File: config.mk
export PLATFORM = sky130hd
export DESIGN_NAME = debounced_flow_meter_core
export DESIGN_NICKNAME = d
export VERILOG_FILES = /design/src/rtl/core/dfm_pkg.sv /design/src/rtl/core/debounced_flow_meter_core.sv
export SDC_FILE = /design/constraint.sdc
export NUM_CORES = 2
export LEC_CHECK = 0
export BUFFER_PORTS_ARGS = -buffer_cell sky130_fd_sc_hd__buf_2
export CORE_MARGIN = 2
export CORE_UTILIZATION = 40
export CTS_BUF_LIST = sky130_fd_sc_hd__clkbuf_8 sky130_fd_sc_hd__clkbuf_16
export CTS_CLUSTER_SIZE = 8
export DETAILED_ROUTE_END_ITERATION = 8
export PLACE_DENSITY = 0.56
export SYNTH_ARGS = -nofsm -noshare
export SYNTH_HDL_FRONTEND = slang
export SYNTH_SLANG_ARGS = --single-unit
File: constraint.sdc
create_clock -name aclk -period 14.2 [get_ports aclk]
set_input_delay 2.84 -clock aclk [delete_from_list [all_inputs] [get_ports aclk]]
set_output_delay 2.84 -clock aclk [all_outputs]
set_load 0.005 [all_outputs]
File: src/rtl/core/dfm_pkg.sv
// ----------------------------------------------------------------------------
// dfm_pkg
// Types and constants shared by the debounced flow meter core: operation
// codes, register indexes, reset values and the sequencer state type.
// ----------------------------------------------------------------------------
`default_nettype none

package dfm_pkg;

    // Operation codes of an input transaction.
    localparam logic [1:0] OP_PULSE = 2'd0;
    localparam logic [1:0] OP_READ  = 2'd1;
    localparam logic [1:0] OP_CLEAR = 2'd2;

    // Configuration register indexes.
    localparam logic [1:0] REG_ENABLE    = 2'd0;
    localparam logic [1:0] REG_PPL       = 2'd1;
    localparam logic [1:0] REG_CAL       = 2'd2;
    localparam logic [1:0] REG_DEBOUNCE  = 2'd3;

    localparam int CFG_INDEX_W = 2;
    localparam int CFG_DATA_W  = 24;

    // Register reset values.
    localparam logic        ENABLE_RST   = 1'b1;
    localparam logic [23:0] PPL_RST      = 24'd115200;
    localparam logic [23:0] CAL_RST      = 24'd65536;
    localparam logic [15:0] DEBOUNCE_RST = 16'd1000;

    // Milliseconds per minute, used as a multiplier operand.
    localparam logic [23:0] MS_PER_MIN = 24'd60000;

    // Shared multiplier and divider geometry.
    localparam int MUL_A_W   = 48;
    localparam int MUL_B_W   = 24;
    localparam int MUL_P_W   = MUL_A_W + MUL_B_W;
    localparam int DEN_W     = 56;
    localparam int QUO_W     = 32;
    localparam int DIV_CNT_W = $clog2(QUO_W);

    typedef enum logic [3:0] {
        ST_IDLE,
        ST_MUL_RATE,
        ST_MUL_GAIN,
        ST_MUL_DEN,
        ST_DIV_RATE_INIT,
        ST_DIV_RATE,
        ST_MUL_VOL,
        ST_DIV_VOL_INIT,
        ST_DIV_VOL,
        ST_DONE
    } dfm_state_t;

endpackage

`default_nettype wire

File: src/rtl/core/debounced_flow_meter_core.sv
// ----------------------------------------------------------------------------
// debounced_flow_meter_core
// Pulse-rate flow meter with debounced pulse counting and fixed point
// flow rate and volume, computed on one shared multiplier and divider.
// ----------------------------------------------------------------------------
// Usage:
//   The s_ channel carries one transaction per event: a pulse edge with its
//   microsecond time, a read with its millisecond time, or a volume clear.
//   Pulse edges and clears complete in the cycle they are taken and produce
//   no result. A read produces exactly one result transaction on the m_
//   channel: flow in L/min and volume in L, both unsigned Q8.24, truncated
//   and saturated.
//   A served read goes from acceptance to the result register through four
//   products on the shared 48x24 multiplier (three rate products, one
//   volume product), a setup state before each of the two 32-step
//   restoring divisions at one quotient bit per cycle, and a hand-over state.
//   A disabled read goes from acceptance straight to the hand-over state.
//   s_ready is high only while the sequencer is idle, so no transaction is
//   taken while a read is worked on; pulse and clear transactions sustain
//   one per cycle.
//   The result sits in an output register: a new transaction is taken while
//   it waits, and a following read holds in its last state until the
//   receiver has taken the earlier result.
//   Configuration writes are always ready. Synchronous reset restores the
//   register defaults and clears the count, snapshot and time stamps.
// ----------------------------------------------------------------------------
`default_nettype none

module debounced_flow_meter_core (
    input  wire logic                              aclk,
    input  wire logic                              aresetn,

    input  wire logic                              cfg_valid,
    output logic                                   cfg_ready,
    input  wire logic [dfm_pkg::CFG_INDEX_W-1:0]   cfg_index,
    input  wire logic [dfm_pkg::CFG_DATA_W-1:0]    cfg_data,

    input  wire logic                              s_valid,
    output logic                                   s_ready,
    input  wire logic [1:0]                        s_op,
    input  wire logic [31:0]                       s_time_us,
    input  wire logic [31:0]                       s_time_ms,

    output logic                                   m_valid,
    input  wire logic                              m_ready,
    output logic                                   m_valid_res,
    output logic [31:0]                            m_flow_lpm,
    output logic [31:0]                            m_volume
);

    import dfm_pkg::*;

    // Configuration registers.
    logic        enable_reg;
    logic [23:0] ppl_reg;
    logic [23:0] cal_reg;
    logic [15:0] debounce_reg;

    // Architectural state.
    logic [31:0] pulse_count_reg;
    logic [31:0] last_pulse_time_reg;
    logic [31:0] count_snapshot_reg;
    logic [31:0] last_read_time_reg;

    // Working registers of a read.
    logic [31:0]          delta_reg;
    logic [31:0]          cur_reg;
    logic [31:0]          dt_reg;
    logic [MUL_P_W-1:0]   prod_reg;
    logic [MUL_P_W-1:0]   num_reg;
    logic [DEN_W-1:0]     den_reg;
    logic [DEN_W-1:0]     rem_reg;
    logic [QUO_W-1:0]     lo_reg;
    logic [DIV_CNT_W-1:0] div_cnt_reg;
    logic                 sat_reg;
    logic                 res_ok_reg;
    logic [31:0]          flow_res_reg;
    logic [31:0]          vol_res_reg;

    // Output register.
    logic        m_valid_reg;
    logic        m_valid_res_reg;
    logic [31:0] m_flow_lpm_reg;
    logic [31:0] m_volume_reg;

    dfm_state_t state_reg;
    dfm_state_t state_next;

    logic                 s_fire;
    logic                 out_free;
    logic                 read_served;
    logic [31:0]          us_since;
    logic [31:0]          ms_since;
    logic [MUL_A_W-1:0]   mul_a;
    logic [MUL_B_W-1:0]   mul_b;
    logic [MUL_P_W-1:0]   mul_p;
    logic [DEN_W:0]       div_trial;
    logic [DEN_W:0]       div_diff;
    logic                 div_ge;
    logic [DEN_W-1:0]     rem_step;
    logic [QUO_W-1:0]     lo_step;
    logic                 div_last;

    assign cfg_ready = 1'b1;

    assign s_fire      = s_valid && s_ready;
    assign out_free    = !m_valid_reg || m_ready;
    assign read_served = enable_reg && (ppl_reg != '0);
    assign us_since    = s_time_us - last_pulse_time_reg;
    assign ms_since    = s_time_ms - last_read_time_reg;

    // Shared multiplier.
    assign mul_p = {{MUL_B_W{1'b0}}, mul_a} * {{MUL_A_W{1'b0}}, mul_b};

    // One restoring division step: shift in the next dividend bit, trial
    // subtract, and shift the quotient bit in where the dividend bit left.
    assign div_trial = {rem_reg, lo_reg[QUO_W-1]};
    assign div_diff  = div_trial - {1'b0, den_reg};
    assign div_ge    = (div_trial >= {1'b0, den_reg});
    assign rem_step  = div_ge ? div_diff[DEN_W-1:0] : div_trial[DEN_W-1:0];
    assign lo_step   = {lo_reg[QUO_W-2:0], div_ge};
    assign div_last  = (div_cnt_reg == DIV_CNT_W'(QUO_W - 1));

    // Next state.
    always_comb begin
        state_next = state_reg;
        case (state_reg)
            ST_IDLE: begin
                if (s_fire && s_op == OP_READ) begin
                    state_next = read_served ? ST_MUL_RATE : ST_DONE;
                end
            end
            ST_MUL_RATE:      state_next = ST_MUL_GAIN;
            ST_MUL_GAIN:      state_next = ST_MUL_DEN;
            ST_MUL_DEN:       state_next = ST_DIV_RATE_INIT;
            ST_DIV_RATE_INIT: state_next = ST_DIV_RATE;
            ST_DIV_RATE: begin
                if (div_last) begin
                    state_next = ST_MUL_VOL;
                end
            end
            ST_MUL_VOL:       state_next = ST_DIV_VOL_INIT;
            ST_DIV_VOL_INIT:  state_next = ST_DIV_VOL;
            ST_DIV_VOL: begin
                if (div_last) begin
                    state_next = ST_DONE;
                end
            end
            ST_DONE: begin
                if (out_free) begin
                    state_next = ST_IDLE;
                end
            end
            default:          state_next = ST_IDLE;
        endcase
    end

    // State-dependent outputs: handshake and multiplier operand selection.
    always_comb begin
        s_ready = 1'b0;
        mul_a   = '0;
        mul_b   = '0;
        case (state_reg)
            ST_IDLE: begin
                s_ready = 1'b1;
            end
            ST_MUL_RATE: begin
                mul_a = MUL_A_W'(delta_reg);
                mul_b = MS_PER_MIN;
            end
            ST_MUL_GAIN: begin
                mul_a = prod_reg[MUL_A_W-1:0];
                mul_b = cal_reg;
            end
            ST_MUL_DEN: begin
                mul_a = MUL_A_W'(dt_reg);
                mul_b = ppl_reg;
            end
            ST_MUL_VOL: begin
                mul_a = MUL_A_W'(cur_reg);
                mul_b = cal_reg;
            end
            default: begin
                s_ready = 1'b0;
            end
        endcase
    end

    always_ff @(posedge aclk) begin
        if (!aresetn) begin
            state_reg <= ST_IDLE;
        end else begin
            state_reg <= state_next;
        end
    end

    // Configuration registers.
    always_ff @(posedge aclk) begin
        if (!aresetn) begin
            enable_reg   <= ENABLE_RST;
            ppl_reg      <= PPL_RST;
            cal_reg      <= CAL_RST;
            debounce_reg <= DEBOUNCE_RST;
        end else if (cfg_valid && cfg_ready) begin
            case (cfg_index)
                REG_ENABLE:   enable_reg   <= cfg_data[0];
                REG_PPL:      ppl_reg      <= cfg_data[23:0];
                REG_CAL:      cal_reg      <= cfg_data[23:0];
                REG_DEBOUNCE: debounce_reg <= cfg_data[15:0];
                default:      enable_reg   <= enable_reg;
            endcase
        end
    end

    // Pulse counting, clearing and read bookkeeping.
    always_ff @(posedge aclk) begin
        if (!aresetn) begin
            pulse_count_reg     <= '0;
            last_pulse_time_reg <= '0;
            count_snapshot_reg  <= '0;
            last_read_time_reg  <= '0;
        end else if (s_fire) begin
            case (s_op)
                OP_PULSE: begin
                    if (us_since >= {16'd0, debounce_reg}) begin
                        pulse_count_reg     <= pulse_count_reg + 32'd1;
                        last_pulse_time_reg <= s_time_us;
                    end
                end
                OP_CLEAR: begin
                    pulse_count_reg    <= '0;
                    count_snapshot_reg <= '0;
                end
                OP_READ: begin
                    if (read_served) begin
                        count_snapshot_reg <= pulse_count_reg;
                        last_read_time_reg <= s_time_ms;
                    end
                end
                default: begin
                    pulse_count_reg <= pulse_count_reg;
                end
            endcase
        end
    end

    // Read datapath: operands, products and the shared divider.
    always_ff @(posedge aclk) begin
        if (!aresetn) begin
            div_cnt_reg <= '0;
        end else begin
            case (state_reg)
                ST_IDLE: begin
                    div_cnt_reg <= '0;
                    if (s_fire && s_op == OP_READ) begin
                        delta_reg    <= pulse_count_reg - count_snapshot_reg;
                        cur_reg      <= pulse_count_reg;
                        dt_reg       <= (ms_since == '0) ? 32'd1 : ms_since;
                        res_ok_reg   <= read_served;
                        flow_res_reg <= '0;
                        vol_res_reg  <= '0;
                    end
                end
                ST_MUL_RATE, ST_MUL_GAIN, ST_MUL_VOL: begin
                    prod_reg <= mul_p;
                end
                ST_MUL_DEN: begin
                    // Keep the rate numerator while the product holds the divisor.
                    num_reg  <= prod_reg;
                    prod_reg <= mul_p;
                end
                ST_DIV_RATE_INIT: begin
                    // Numerator is num * 256; the quotient overflows 32 bits
                    // exactly when its upper bits reach the divisor.
                    den_reg     <= prod_reg[DEN_W-1:0];
                    sat_reg     <= ({8'd0, num_reg[MUL_P_W-1:24]} >= prod_reg[DEN_W-1:0]);
                    rem_reg     <= {8'd0, num_reg[MUL_P_W-1:24]};
                    lo_reg      <= {num_reg[23:0], 8'd0};
                    div_cnt_reg <= '0;
                end
                ST_DIV_VOL_INIT: begin
                    den_reg     <= {32'd0, ppl_reg};
                    sat_reg     <= (prod_reg[55:24] >= {8'd0, ppl_reg});
                    rem_reg     <= {24'd0, prod_reg[55:24]};
                    lo_reg      <= {prod_reg[23:0], 8'd0};
                    div_cnt_reg <= '0;
                end
                ST_DIV_RATE, ST_DIV_VOL: begin
                    rem_reg     <= rem_step;
                    lo_reg      <= lo_step;
                    div_cnt_reg <= div_cnt_reg + DIV_CNT_W'(1);
                    if (div_last) begin
                        if (state_reg == ST_DIV_RATE) begin
                            flow_res_reg <= sat_reg ? '1 : lo_step;
                        end else begin
                            vol_res_reg  <= sat_reg ? '1 : lo_step;
                        end
                    end
                end
                default: begin
                    div_cnt_reg <= '0;
                end
            endcase
        end
    end

    // Output register.
    always_ff @(posedge aclk) begin
        if (!aresetn) begin
            m_valid_reg <= 1'b0;
        end else if (state_reg == ST_DONE && out_free) begin
            m_valid_reg <= 1'b1;
        end else if (m_ready) begin
            m_valid_reg <= 1'b0;
        end
    end

    always_ff @(posedge aclk) begin
        if (state_reg == ST_DONE && out_free) begin
            m_valid_res_reg <= res_ok_reg;
            m_flow_lpm_reg  <= flow_res_reg;
            m_volume_reg    <= vol_res_reg;
        end
    end

    assign m_valid     = m_valid_reg;
    assign m_valid_res = m_valid_res_reg;
    assign m_flow_lpm  = m_flow_lpm_reg;
    assign m_volume    = m_volume_reg;

    // An invalid result always carries zero flow and volume.
    assert property (@(posedge aclk) disable iff (!aresetn)
        (m_valid && !m_valid_res) |-> (m_flow_lpm == '0 && m_volume == '0))
        else $error("invalid result carries nonzero payload");

    // A clear empties both the count and the snapshot.
    assert property (@(posedge aclk) disable iff (!aresetn)
        (s_fire && s_op == OP_CLEAR) |=> (pulse_count_reg == '0 && count_snapshot_reg == '0))
        else $error("clear did not empty the count");

    // A served read takes the snapshot of the current count.
    assert property (@(posedge aclk) disable iff (!aresetn)
        (s_fire && s_op == OP_READ && read_served)
            |=> (count_snapshot_reg == $past(pulse_count_reg)))
        else $error("read snapshot mismatch");

    // The divider step counter only runs in the division states.
    assert property (@(posedge aclk) disable iff (!aresetn)
        (state_reg != ST_DIV_RATE && state_reg != ST_DIV_VOL) |=>
            ($past(state_reg) == ST_DIV_RATE || $past(state_reg) == ST_DIV_VOL ||
             div_cnt_reg == '0))
        else $error("divider counter ran outside a division");

    // The pulse count never changes while a read is being worked on.
    assert property (@(posedge aclk) disable iff (!aresetn)
        (state_reg != ST_IDLE && $past(state_reg) != ST_IDLE) |-> $stable(pulse_count_reg))
        else $error("pulse count changed during a read");

endmodule

`default_nettype wire
==> metrics.cfg <==
[timing]
slew_headroom_pct=9.36
finalClockSkew_ns=0.0648
fmax_mhz=94.1
post-route-period-util_pct=74.8
hold_viol_final=0
fin_tns_setup_ns=0
min_period_ns=10.63
tightest_slew_ns=1.36
rsz0062_at_grt=no
slew_viol_final=0
setup_viol=0
timing.hold.ws_ns=0.407

[floorplanning]
io_pins=165
die_x_um=432
num_rows=157
fp.dieArea_mm2=0.187
core_region_area_mm2=0.183
start_util_pct=40.1
die_h_um=432

[critical_path]
start_kind=register
r2r_slack_ns=3.57
path_delay_family=adder cells
cp-end-kind=register
critPathBufInv=9
reg2reg_from=state_reg[0]
r2r_cells=31
critPathMaxFanout=37
critPathArrivalTime_ns=11.11
reg2reg_to=prod_reg[69]
cp_slowest_cell=a2111oi_0
crit_required_ns=14.68
slowest_delay_ns=0.79
cp_common_cell=fa_1
crit_type=register to register

[logic_synthesis]
async_flop_share_pct=0
synth_area_leaders=fa_1 28%, edfxtp_1 21%, ha_1 7.5%
synth.cell_area_mm2=0.0733
postSynthAreaPerCell_um2=9.23
dominantRegCellSynth=edfxtp_1
synth_cell_types=85
yosysWarningCount=0
synth_edf_count=515
synth_most_common_cell=inv_1
syn-num-nets=9491
synthCells=7942
synth_top_area_share_pct=27.7
synthTopCellsByCount=1,390 x inv_1, 1,155 x nand2_1, 1,014 x fa_1
ys_ff_latch=718
synth_top_area_cell=fa_1
synth_seq_area_share_pct=26.6

[clock_network]
clk_latency_ns=0.78
clkTransAtPathRegs_ns=0.06
cts_tree=yes
cts.sinks=718
numCtsBuffers=102
post_cts_buffers=0
cts_buffer_depth=3
cts-root-buf=clkbuf_16
holdBufCountCts=0
h-tree-depth=3
post_cts_resized=0

[pwr]
ir_drop_mv=0.0858
power_mw=7.81
p_leak_nw=35.1
power_density_mw_per_mm2=97.4

[grt]
antenna_found_initial=22
top_usage_layer=met2
grt_use_met2_pct=41.9
grt_max_degree=84
track_usage_pct=27.4
grt_pass1_wl_um=379000
met1_usage_pct=36.2
grt_overflow=0
grt_pass1_vias=58300
grtUsageMet3_pct=6.63

[placement]
io_buffer_count=163
hpwl_um=199000
place_area_mm2=0.0772
gp_congestion=1.01

[route]
wl_um=255000
ant_nets=0
avgRoutedWirePerCell_um=24.5
vias=57700
drtPass1Iterations=8
drc=0
viasPerCell=5.54
drtIter0Drc=5143

[final_layout]
syn_to_final_growth_pct=9.36
finalInstanceArea_mm2=0.0802
final_nets=9525
final_util_pct=43.9
regArea_mm2=0.0195
drive_gt1_share_pct=6.84
num-fill-cells=17900
multiInputGateArea_mm2=0.0473

[worst_hold_path]
hold_path.class=register to register
min_to=num_reg[66]
worstHoldPathCells=0
worstHoldStart=prod_reg[66]

[job]
drv_cap=0

[run_status]
run_status=finished clean

## worst max-delay path by stage
stage | cells past startpoint | end | from
after global placement | 33 | prod_reg[64] | state_reg[0]
after CTS | 33 | prod_reg[64] | state_reg[0]
after detailed placement | 33 | prod_reg[64] | state_reg[0]
after floorplan | 3 | cur_reg[0] | aresetn
final | 31 | prod_reg[69] | state_reg[0]
after global routing | 33 | prod_reg[64] | state_reg[0]
## per-layer routing
metal / part of all wire, % / routed length [µm]
met1: 41 / 104000
met2: 44 / 113000
met3: 9.0 / 23000
met4: 6.0 / 15200
met5: 0.054 / 137
## stage by stage
step	std cells	setup slack (ns)
global placement	10300	3.82
detailed placement	10300	3.73
global route	10400	3.04
floorplan	7942	3.84
finish	10400	3.57
CTS	10400	3.67
## cell usage in the layout, fill, tap and decap left out, types with 28 or more instances in the layout
cell       count
nand4_1       64
a211oi_1      28
xnor2_1      146
a31oi_1       29
nand2b_1      53
mux2i_1      147
edfxtp_1     515
a21o_1       159
fa_1        1014
nor3_1        46
dfxtp_1      201
and2_1        32
o21ai_0      202
xor2_1        51
clkbuf_16    102
inv_1       1427
a221o_1       32
o22ai_1       33
buf_2        163
nor2_1       760
a21oi_1      415
o21a_1        33
buf_4        179
and3_1        34
ha_1         438
nand2_1     1154
o21bai_1      35
a22oi_1       52
o22a_1        29
nand3_1      109
## kinds of logic (layout without fill, tap and decap cells)
logic type / after synthesis / after routing / synth area share, %
adder cells (fa/ha/maj): 1452 / 1452 / 35.2
flip-flops: 718 / 718 / 26.6
AND/OR/NAND/NOR: 2387 / 2387 / 13.7
XOR/XNOR: 197 / 197 / 2.35
AO/OA/AOI/OAI: 1236 / 1236 / 10.9
other: 1 / 14 / 0.00511
buffers and inverters: 1802 / 1886 / 9.27
multiplexers: 149 / 149 / 2.04
## cell type report
cell class | instances | area share [%]
repair buffers | 342 | 2.69
inverters | 1390 | 6.51
diodes | 13 | 0.0406
well taps | 2385 | 3.72
clock inverters | 51 | 0.515
flip-flops and latches | 718 | 24.4
multi-input cells | 5422 | 59.0
clock buffers | 103 | 3.20
## power by group
part / internal, mW / leakage, nW / switching, mW
Clock: 1.33 / 1.58 / 0.997
Combinational: 0.824 / 27.2 / 1.99
Sequential: 2.45 / 6.39 / 0.222
Total: 4.60 / 35.1 / 3.21
Power figures use the tool's default switching activity.
